**config.mk**
```make
export PLATFORM = sky130hd
export DESIGN_NAME = button_longpress_repeat_combo_top
export DESIGN_NICKNAME = d
export VERILOG_FILES = /design/src/sv/blrc_pkg.sv /design/src/sv/blrc_front.sv /design/src/sv/blrc_queue.sv /design/src/sv/blrc_back.sv /design/src/sv/button_longpress_repeat_combo_top.sv
export SDC_FILE = /design/constraint.sdc
export NUM_CORES = 1
export LEC_CHECK = 0
export BUFFER_PORTS_ARGS = -buffer_cell sky130_fd_sc_hd__buf_2
export CAP_MARGIN = 20
export CORE_ASPECT_RATIO = 1.4
export CORE_MARGIN = 10
export CORE_UTILIZATION = 48
export CTS_CLUSTER_DIAMETER = 60
export DETAILED_ROUTE_END_ITERATION = 10
export PLACE_DENSITY_LB_ADDON = 0.15
export SYNTH_ARGS = -nofsm -noshare
export SYNTH_HDL_FRONTEND = slang
export SYNTH_HIERARCHICAL = 1
export SYNTH_SLANG_ARGS = --single-unit
```
**constraint.sdc**
```tcl
create_clock -name clk -period 15.9 [get_ports clk]
set_input_delay 0.795 -clock clk [delete_from_list [all_inputs] [get_ports clk]]
set_output_delay 0.795 -clock clk [all_outputs]
set_load 0.02 [all_outputs]
```
**src/sv/blrc_pkg.sv**
```systemverilog
// shared types, codes and constants for the long-press and auto-repeat key detector
package blrc_pkg;

  localparam int TIME_BITS_DEF = 32;
  localparam int NKEYS         = 3;
  localparam int QDEPTH        = 2;
  localparam int CFG_BITS      = 32;
  localparam int CFG_IDX_BITS  = 2;
  localparam int DELTA_BITS    = 32;

  // key slots, in event output order
  localparam int K_DOWN  = 0;
  localparam int K_UP    = 1;
  localparam int K_POWER = 2;

  // configuration register indexes
  localparam logic [CFG_IDX_BITS-1:0] CFG_REPEAT    = 2'd0;
  localparam logic [CFG_IDX_BITS-1:0] CFG_LONGPRESS = 2'd1;
  localparam logic [CFG_IDX_BITS-1:0] CFG_SETTLE    = 2'd2;

  localparam logic [CFG_BITS-1:0] REPEAT_RST    = 32'd200000000;
  localparam logic [CFG_BITS-1:0] LONGPRESS_RST = 32'd500000000;
  localparam logic [CFG_BITS-1:0] SETTLE_RST    = 32'd10000000;

  typedef enum logic [1:0] {
    PH_RELEASED = 2'd0,
    PH_PRESSED  = 2'd1,
    PH_PENDING  = 2'd2
  } phase_t;

  typedef enum logic [2:0] {
    EV_VOL_DOWN = 3'd0,
    EV_VOL_UP   = 3'd1,
    EV_ENTER    = 3'd2,
    EV_S        = 3'd3,
    EV_E        = 3'd4,
    EV_SPACE    = 3'd5
  } event_code_t;

  // code a key sends for its own short press or repeat
  localparam event_code_t KEY_CODE [NKEYS] = '{EV_VOL_DOWN, EV_VOL_UP, EV_ENTER};

  typedef struct packed {
    logic                  vol_down_level;
    logic                  vol_up_level;
    logic                  power_level;
    logic [DELTA_BITS-1:0] delta_ns;
  } in_item_t;

  typedef struct packed {
    logic [2:0] event_code;
    logic       last_event;
  } out_item_t;

  // events of one tick, one slot per key
  typedef struct packed {
    logic [NKEYS-1:0]        mask;
    event_code_t [NKEYS-1:0] code;
  } bundle_t;

  // queue handshake seen by front and back
  typedef struct packed {
    logic full;
    logic nonempty;
  } q_status_t;

endpackage

```
**src/sv/blrc_front.sv**
```systemverilog
// front end: takes ticks and config writes, runs the per-key phase machines
module blrc_front #(
  parameter int TIME_BITS = blrc_pkg::TIME_BITS_DEF
) (
  input  logic                                clk,
  input  logic                                rst,
  input  logic                                in_valid,
  output logic                                in_ready,
  input  blrc_pkg::in_item_t                  in_data,
  input  logic                                cfg_valid,
  output logic                                cfg_ready,
  input  logic [blrc_pkg::CFG_IDX_BITS-1:0]   cfg_index,
  input  logic [blrc_pkg::CFG_BITS-1:0]       cfg_data,
  input  blrc_pkg::q_status_t                 q_stat,
  output logic                                push,
  output blrc_pkg::bundle_t                   push_data
);
  import blrc_pkg::*;

  localparam int CW = (TIME_BITS > CFG_BITS) ? TIME_BITS : CFG_BITS;
  localparam int SW = CW + 1;
  localparam logic [SW-1:0] TOP_W = {{(SW-TIME_BITS){1'b0}}, {TIME_BITS{1'b1}}};

  phase_t                 phase      [NKEYS];
  phase_t                 phase_next [NKEYS];
  logic [TIME_BITS-1:0]   elapsed      [NKEYS];
  logic [TIME_BITS-1:0]   elapsed_next [NKEYS];
  logic [NKEYS-1:0]       rep, rep_next;
  logic [NKEYS-1:0]       lp, lp_next;
  logic                   power_held;
  logic [NKEYS-1:0]       pressed;
  logic [CFG_BITS-1:0]    repeat_interval, longpress, settle;
  logic                   accept;
  bundle_t                bundle;

  assign in_ready  = !q_stat.full;
  assign cfg_ready = 1'b1;
  assign accept    = in_valid && in_ready;
  assign pressed   = {~in_data.power_level, ~in_data.vol_up_level, ~in_data.vol_down_level};

  always_comb begin
    logic [SW-1:0] sum;
    logic [SW-1:0] el;
    bundle = '0;
    sum    = '0;
    el     = '0;
    for (int k = 0; k < NKEYS; k++) begin
      phase_next[k]   = phase[k];
      rep_next[k]     = rep[k];
      lp_next[k]      = lp[k];
      bundle.code[k]  = KEY_CODE[k];
      // saturating time add
      sum = SW'(elapsed[k]) + SW'(in_data.delta_ns);
      el  = (sum > TOP_W) ? TOP_W : sum;
      elapsed_next[k] = el[TIME_BITS-1:0];
      unique case (phase[k])
        PH_RELEASED: begin
          if (pressed[k]) begin
            elapsed_next[k] = '0;
            phase_next[k]   = PH_PRESSED;
          end
        end
        PH_PRESSED: begin
          if (pressed[k]) begin
            if (rep[k] && el >= SW'(repeat_interval)) begin
              bundle.mask[k]  = 1'b1;
              elapsed_next[k] = '0;
            end else if (!lp[k] && el >= SW'(longpress)) begin
              if (k == K_POWER) begin
                bundle.mask[k] = 1'b1;
                bundle.code[k] = pressed[K_DOWN] ? EV_S : (pressed[K_UP] ? EV_E : EV_SPACE);
              end else if (!power_held) begin
                // power level from the previous tick
                bundle.mask[k]  = 1'b1;
                elapsed_next[k] = '0;
                rep_next[k]     = 1'b1;
              end
              lp_next[k] = 1'b1;
            end
          end else begin
            if (!lp[k]) begin
              bundle.mask[k] = 1'b1;
              phase_next[k]  = PH_PENDING;
            end else if (el >= SW'(settle)) begin
              elapsed_next[k] = '0;
              rep_next[k]     = 1'b0;
              lp_next[k]      = 1'b0;
              phase_next[k]   = PH_RELEASED;
            end
          end
        end
        default: begin
          elapsed_next[k] = '0;
          rep_next[k]     = 1'b0;
          lp_next[k]      = 1'b0;
          phase_next[k]   = PH_RELEASED;
        end
      endcase
    end
  end

  assign push      = accept && (|bundle.mask);
  assign push_data = bundle;

  always_ff @(posedge clk) begin
    if (rst) begin
      for (int k = 0; k < NKEYS; k++) begin
        phase[k]   <= PH_RELEASED;
        elapsed[k] <= '0;
      end
      rep        <= '0;
      lp         <= '0;
      power_held <= 1'b0;
    end else if (accept) begin
      for (int k = 0; k < NKEYS; k++) begin
        phase[k]   <= phase_next[k];
        elapsed[k] <= elapsed_next[k];
      end
      rep        <= rep_next;
      lp         <= lp_next;
      power_held <= pressed[K_POWER];
    end
  end

  always_ff @(posedge clk) begin
    if (rst) begin
      repeat_interval <= REPEAT_RST;
      longpress       <= LONGPRESS_RST;
      settle          <= SETTLE_RST;
    end else if (cfg_valid && cfg_ready) begin
      unique case (cfg_index)
        CFG_REPEAT:    repeat_interval <= cfg_data;
        CFG_LONGPRESS: longpress       <= cfg_data;
        CFG_SETTLE:    settle          <= cfg_data;
        default:       ;
      endcase
    end
  end

  // repeat only ever runs after a long press was seen
  a_rep_needs_lp: assert property (@(posedge clk) disable iff (rst) (rep & ~lp) == '0)
    else $error("repeat active without long press");

  // power never auto-repeats
  a_power_no_rep: assert property (@(posedge clk) disable iff (rst) !rep[K_POWER])
    else $error("power key in repeat");

  // release pending lasts exactly one tick
  for (genvar g = 0; g < NKEYS; g++) begin : g_pend
    a_pending_clears: assert property (@(posedge clk) disable iff (rst)
      (accept && phase[g] == PH_PENDING) |=> phase[g] == PH_RELEASED)
      else $error("release pending did not clear");
  end

endmodule

```
**src/sv/blrc_queue.sv**
```systemverilog
// short event-bundle queue between front and back
module blrc_queue (
  input  logic                clk,
  input  logic                rst,
  input  logic                push,
  input  blrc_pkg::bundle_t   push_data,
  input  logic                pop,
  output blrc_pkg::bundle_t   head,
  output blrc_pkg::q_status_t q_stat
);
  import blrc_pkg::*;

  localparam int PW = (QDEPTH > 1) ? $clog2(QDEPTH) : 1;
  localparam int CNTW = $clog2(QDEPTH + 1);

  bundle_t          mem [QDEPTH];
  logic [PW-1:0]    wr_ptr, rd_ptr;
  logic [CNTW-1:0]  count;

  assign q_stat.full     = (count == CNTW'(QDEPTH));
  assign q_stat.nonempty = (count != '0);
  assign head            = mem[rd_ptr];

  always_ff @(posedge clk) begin
    if (push) begin
      mem[wr_ptr] <= push_data;
    end
  end

  always_ff @(posedge clk) begin
    if (rst) begin
      wr_ptr <= '0;
      rd_ptr <= '0;
      count  <= '0;
    end else begin
      if (push) begin
        wr_ptr <= (wr_ptr == PW'(QDEPTH - 1)) ? '0 : wr_ptr + 1'b1;
      end
      if (pop) begin
        rd_ptr <= (rd_ptr == PW'(QDEPTH - 1)) ? '0 : rd_ptr + 1'b1;
      end
      if (push && !pop) begin
        count <= count + 1'b1;
      end else if (pop && !push) begin
        count <= count - 1'b1;
      end
    end
  end

  a_no_overflow: assert property (@(posedge clk) disable iff (rst) push |-> !q_stat.full)
    else $error("push into full queue");

  a_no_underflow: assert property (@(posedge clk) disable iff (rst) pop |-> q_stat.nonempty)
    else $error("pop from empty queue");

  a_count_range: assert property (@(posedge clk) disable iff (rst) count <= CNTW'(QDEPTH))
    else $error("queue count out of range");

endmodule

```
**src/sv/blrc_back.sv**
```systemverilog
// back end: unpacks one tick's events into single output transactions
module blrc_back (
  input  logic                clk,
  input  logic                rst,
  input  blrc_pkg::q_status_t q_stat,
  input  blrc_pkg::bundle_t   head,
  output logic                pop,
  output logic                out_valid,
  input  logic                out_ready,
  output blrc_pkg::out_item_t out_data
);
  import blrc_pkg::*;

  localparam int SELW = $clog2(NKEYS);

  logic [NKEYS-1:0]        rem, rem_after;
  event_code_t [NKEYS-1:0] cur;
  logic [SELW-1:0]         sel;
  logic                    emit;

  // lowest pending slot first, which keeps key order
  always_comb begin
    sel = '0;
    for (int k = NKEYS - 1; k >= 0; k--) begin
      if (rem[k]) begin
        sel = SELW'(k);
      end
    end
    rem_after      = rem;
    rem_after[sel] = 1'b0;
  end

  assign emit = (|rem) && (!out_valid || out_ready);
  assign pop  = q_stat.nonempty && ((rem == '0) || (emit && rem_after == '0));

  always_ff @(posedge clk) begin
    if (rst) begin
      rem       <= '0;
      out_valid <= 1'b0;
    end else begin
      if (pop) begin
        rem <= head.mask;
      end else if (emit) begin
        rem <= rem_after;
      end
      if (emit) begin
        out_valid <= 1'b1;
      end else if (out_ready) begin
        out_valid <= 1'b0;
      end
    end
  end

  always_ff @(posedge clk) begin
    if (pop) begin
      cur <= head.code;
    end
    if (emit) begin
      out_data.event_code <= cur[sel];
      out_data.last_event <= (rem_after == '0);
    end
  end

  // a taken event that is not the last of its tick is followed at once
  a_burst_continues: assert property (@(posedge clk) disable iff (rst)
    (out_valid && out_ready && !out_data.last_event) |=> out_valid)
    else $error("gap inside event burst");

  a_emit_has_work: assert property (@(posedge clk) disable iff (rst) emit |-> rem != '0)
    else $error("emit without pending event");

  a_pop_loads_work: assert property (@(posedge clk) disable iff (rst) pop |=> rem != '0)
    else $error("loaded an empty bundle");

endmodule

```
**src/sv/button_longpress_repeat_combo_top.sv**
```systemverilog
// top level of the long-press, auto-repeat and combo key detector
// usage:
//   input channel (in_valid/in_ready/in_data): one transaction per tick, carrying the
//   three active-low key levels and the nanoseconds since the previous tick
//   output channel (out_valid/out_ready/out_data): zero to three event transactions
//   per tick, in key order (volume down, volume up, power); last_event marks the
//   final event of a tick, a tick that causes no event produces nothing
//   config channel (cfg_valid/cfg_ready/cfg_index/cfg_data): always ready; index 0
//   repeat interval, 1 long-press time, 2 release settle time, other indexes ignored;
//   write only while the block is idle
// timing:
//   all three key machines update in the single cycle a tick is accepted; the first
//   event of that tick then passes the bundle queue, rem/cur and the output register
//   the back end sends one event per cycle while out_ready is high; ticks are accepted
//   every cycle while the two-entry bundle queue has room
// reset (rst, synchronous): keys released, timers and flags cleared, registers
//   back to 200 ms, 500 ms and 10 ms; queue and output register emptied
// stall: when out_ready is low the output register holds its event, bundles
//   pile up in the queue, and in_ready drops once the queue is full
module button_longpress_repeat_combo_top #(
  parameter int TIME_BITS = blrc_pkg::TIME_BITS_DEF
) (
  input  logic                              clk,
  input  logic                              rst,
  input  logic                              in_valid,
  output logic                              in_ready,
  input  blrc_pkg::in_item_t                in_data,
  output logic                              out_valid,
  input  logic                              out_ready,
  output blrc_pkg::out_item_t               out_data,
  input  logic                              cfg_valid,
  output logic                              cfg_ready,
  input  logic [blrc_pkg::CFG_IDX_BITS-1:0] cfg_index,
  input  logic [blrc_pkg::CFG_BITS-1:0]     cfg_data
);
  import blrc_pkg::*;

  // front to queue
  logic      push;
  bundle_t   push_data;
  // queue to back
  logic      pop;
  bundle_t   head;
  q_status_t q_stat;

  // key phase machines and config registers
  blrc_front #(
    .TIME_BITS (TIME_BITS)
  ) u_front (
    .clk       (clk),
    .rst       (rst),
    .in_valid  (in_valid),
    .in_ready  (in_ready),
    .in_data   (in_data),
    .cfg_valid (cfg_valid),
    .cfg_ready (cfg_ready),
    .cfg_index (cfg_index),
    .cfg_data  (cfg_data),
    .q_stat    (q_stat),
    .push      (push),
    .push_data (push_data)
  );

  // decouples tick acceptance from event delivery
  blrc_queue u_queue (
    .clk       (clk),
    .rst       (rst),
    .push      (push),
    .push_data (push_data),
    .pop       (pop),
    .head      (head),
    .q_stat    (q_stat)
  );

  // serializer with registered output
  blrc_back u_back (
    .clk       (clk),
    .rst       (rst),
    .q_stat    (q_stat),
    .head      (head),
    .pop       (pop),
    .out_valid (out_valid),
    .out_ready (out_ready),
    .out_data  (out_data)
  );

endmodule
```
==> run metrics <==
final hold vios 0; overflow left after global routing 0; clk_lat worst skew ~0.57 ns; Peak VDD IR 103.0 µV; Max Fclk 0.1261 GHz; Post-synth EDFFs 139; synth warn 6; Setup Viol. Count Final 0; Core ar. 43,130 µm²; share of cells above drive strength 1 0.07963; die width just under 200 µm; leakage 9.930 nW; 1st-iter DRT viols 1,509; mapped cell area 20,970 µm²; Synth Flop Type edfxtp_1; worst-path fanout max 42; first-pass GRT wire length 99,480 µm; PortBufs approximately 80; worst path required time between 15 and 20 ns; critical path class reg -> reg; FFs w/ async S/R, synth 0; Via density 6.072; FF+latch count, synth 250; Comb power frac 0.531; met3 Usage GRT 0.02090; Psw 0.001463 W; tightest slew margin relative to the limit 0.3163; part of the power in registers 0.249; ant diodes 0; drt wl/cell 21.56 µm; Post-synth top cells 353 x ha_1, 294 x nand2_1, 263 x a21oi_1, 148 x nor2_1, 139 x edfxtp_1; initial core utilization 0.4862; internal power just under 0.002 W; Final HPWL DP 51,860 µm; Max clock buf depth 3; DRC 0; wirelength, routed around 65,000 µm; CP Launch Type flip-flop; met2 Use GR 0.3911; CTS tree yes; critical path capture point type flip-flop; Worst R2R Path Depth 24; Crit path arrival time 8.43 ns; max-slew violations 0; Hold Slack 0.4520 ns; largest net degree at the start of global routing around 100; Worst-path clk slew approximately 0.060 ns; RSZ-0062 raised after global routing no; GP Congestion 1.000; outcome complete, no violations; DRT Pass-1 Iters 6; met1 Usage GRT 0.3188; CTS resizes 0; top area cells in the synthesized netlist ha_1 21%, edfxtp_1 20%, dfxtp_1 11%; Clock Skew 0.01039 ns; fraction of power spent switching nets 0.4280; Most Crowded Layer GR met2; final design utilization 0.5308; final antenna-violating net count 0; period utilization 0.4988; library cells used by synthesis 85; GRT Overall Usage 0.2390; top-level I/O count 81; initial antenna violation count 1; minimum clock period 7.930 ns; hold_buf cts 0; power share of the clock group 0.219; power density cells 149.3 nW/µm²; Num CTS Buffers 29; die area between 50,000 and 60,000 µm²; # H-tree levels 1; most frequent cell after synthesis ha_1; Worst Hold Path Cells 2; final net count 2,883; sequential share of the synthesized area 0.3050; setup TNS 0 ns; vias in the first global route 17,860; post-synth top area cell ha_1; Vias 18,370; Slew @ Worst Pin between 1 and 1.5 ns; Synth top area share 0.2106; Die H 267.3 µm; row count 90; post-synthesis cell count 2,412; synth-to-layout area growth 9.178%; # clock sinks 250; Hold Crit Class reg -> reg; Max-Cap Viols 0; Synth Area per Inst 8.693 µm²; post-CTS setup buffer count 0; CTS Root Cell clkbuf_16
placed cells by master (no fill, tap or decap), types with 16 or more instances in the layout:
master,count
clkbuf_16,33
nand4_1,49
buf_2,78
inv_1,135
edfxtp_1,139
nand2b_1,36
or2_2,16
xor2_1,28
a31oi_1,18
a211oi_1,28
o21ai_0,88
ha_1,353
nor2_1,148
a21oi_1,263
o21a_1,24
a211o_1,42
nor2b_1,77
nor3_1,38
nand3_1,63
xnor2_1,50
dfxtp_1,111
nand2_1,294
a21o_1,79
through the flow:
step	total power, W	area [µm²]	setup slack, ns	instances
3_5_place_dp	0.002631	21790	7.268	2972
3_3_place_gp	0.002590	21790	7.339	2972
5_1_grt	0.003652	22890	7.916	3026
6_report	0.003417	22890	7.970	3026
4_1_cts	0.003398	22870	7.813	3024
2_1_floorplan	0.002114	20990	9.877	2417
path summary, 6_finish.rpt:
check | slack (ns) | from | end
max | 7.97 | u_front/elapsed[0][32] | u_queue/count[1]
min | 0.45 | u_front/longpress[15] | u_front/longpress[15]
max reg2reg | 7.97 | u_front/elapsed[0][32] | u_queue/count[1]
min reg2reg | 0.45 | u_front/longpress[15] | u_front/longpress[15]
registers in the layout, summed over array words and instances (netlist names), named ones only:
name and flops:
u_front/power_held 1, u_queue/wr_ptr 1, u_front/settle 32, u_front/rep 2, u_front/repeat_interval 32, u_queue/mem 24
u_back/cur 9, u_back/out_data 4, u_queue/rd_ptr 1, u_front/elapsed 96, u_front/lp 3, u_queue/count 2
u_back/out_valid 1, u_back/rem 3, u_front/phase 6, u_front/longpress 32
metal layers:
layer | up-vias | share of wire
li1 | 8923 | -
met1 | 8770 | 0.44
met2 | 584 | 0.46
met3 | 97 | 0.054
met4 | 0 | 0.042
met5 | - | 0
power by group through the flow:
stage,clock (W),combinational (W),sequential [W]
floorplan,0,0.00127,0.000847
global placement,0,0.00173,0.000863
detailed placement,0,0.00177,0.000865
CTS,0.000765,0.00178,0.000852
global route,0.000788,0.00200,0.000862
finish,0.000749,0.00182,0.000852
logic make-up (layout without fill, tap and decap cells):
kind of cell             count (synthesis)  after routing  share of synthesized area
AO/OA/AOI/OAI                          688            688                     0.2122
XOR/XNOR                                78             78                    0.03258
adder cells (fa/ha/maj)                356            356                     0.2135
buffers and inverters                  223            280                    0.04332
flip-flops                             250            250                     0.3050
multiplexers                            17             17                   0.009130
other                                    2              7                  0.0003582
AND/OR/NAND/NOR                        798            798                     0.1839
worst max-delay path, stage by stage (launching register included):
cell and delay [ns]:
edfxtp_1 0.37, ha_1 0.20, inv_1 0.08, fa_1 0.23, nor2b_1 0.08, o31a_1 0.30, o211a_1 0.26, o311a_1 0.39
o311a_1 0.36, nor2_1 0.12, o21a_2 0.74, o21ai_0 0.55, ha_1 0.45, nand4_1 0.12, nor3b_1 0.52, nand3_1 0.33
nor3_1 0.75, o211a_1 0.36, a211o_1 0.17, a211o_1 0.14, and4_1 0.27, o31a_1 0.24, ha_1 0.29, or3_1 0.37
a21oi_1 0.15
layout make-up:
class | count | area [µm²]
clock buffers | 33 | 825.8
multi-input cells | 1944 | 13710
fillers | 4039 | 20240
repair buffers | 93 | 510.5
clock inverters | 19 | 254.0
inverters | 135 | 506.7
flip-flops and latches | 250 | 6396
well taps | 552 | 690.7
Power figures use the tool's default switching activity.
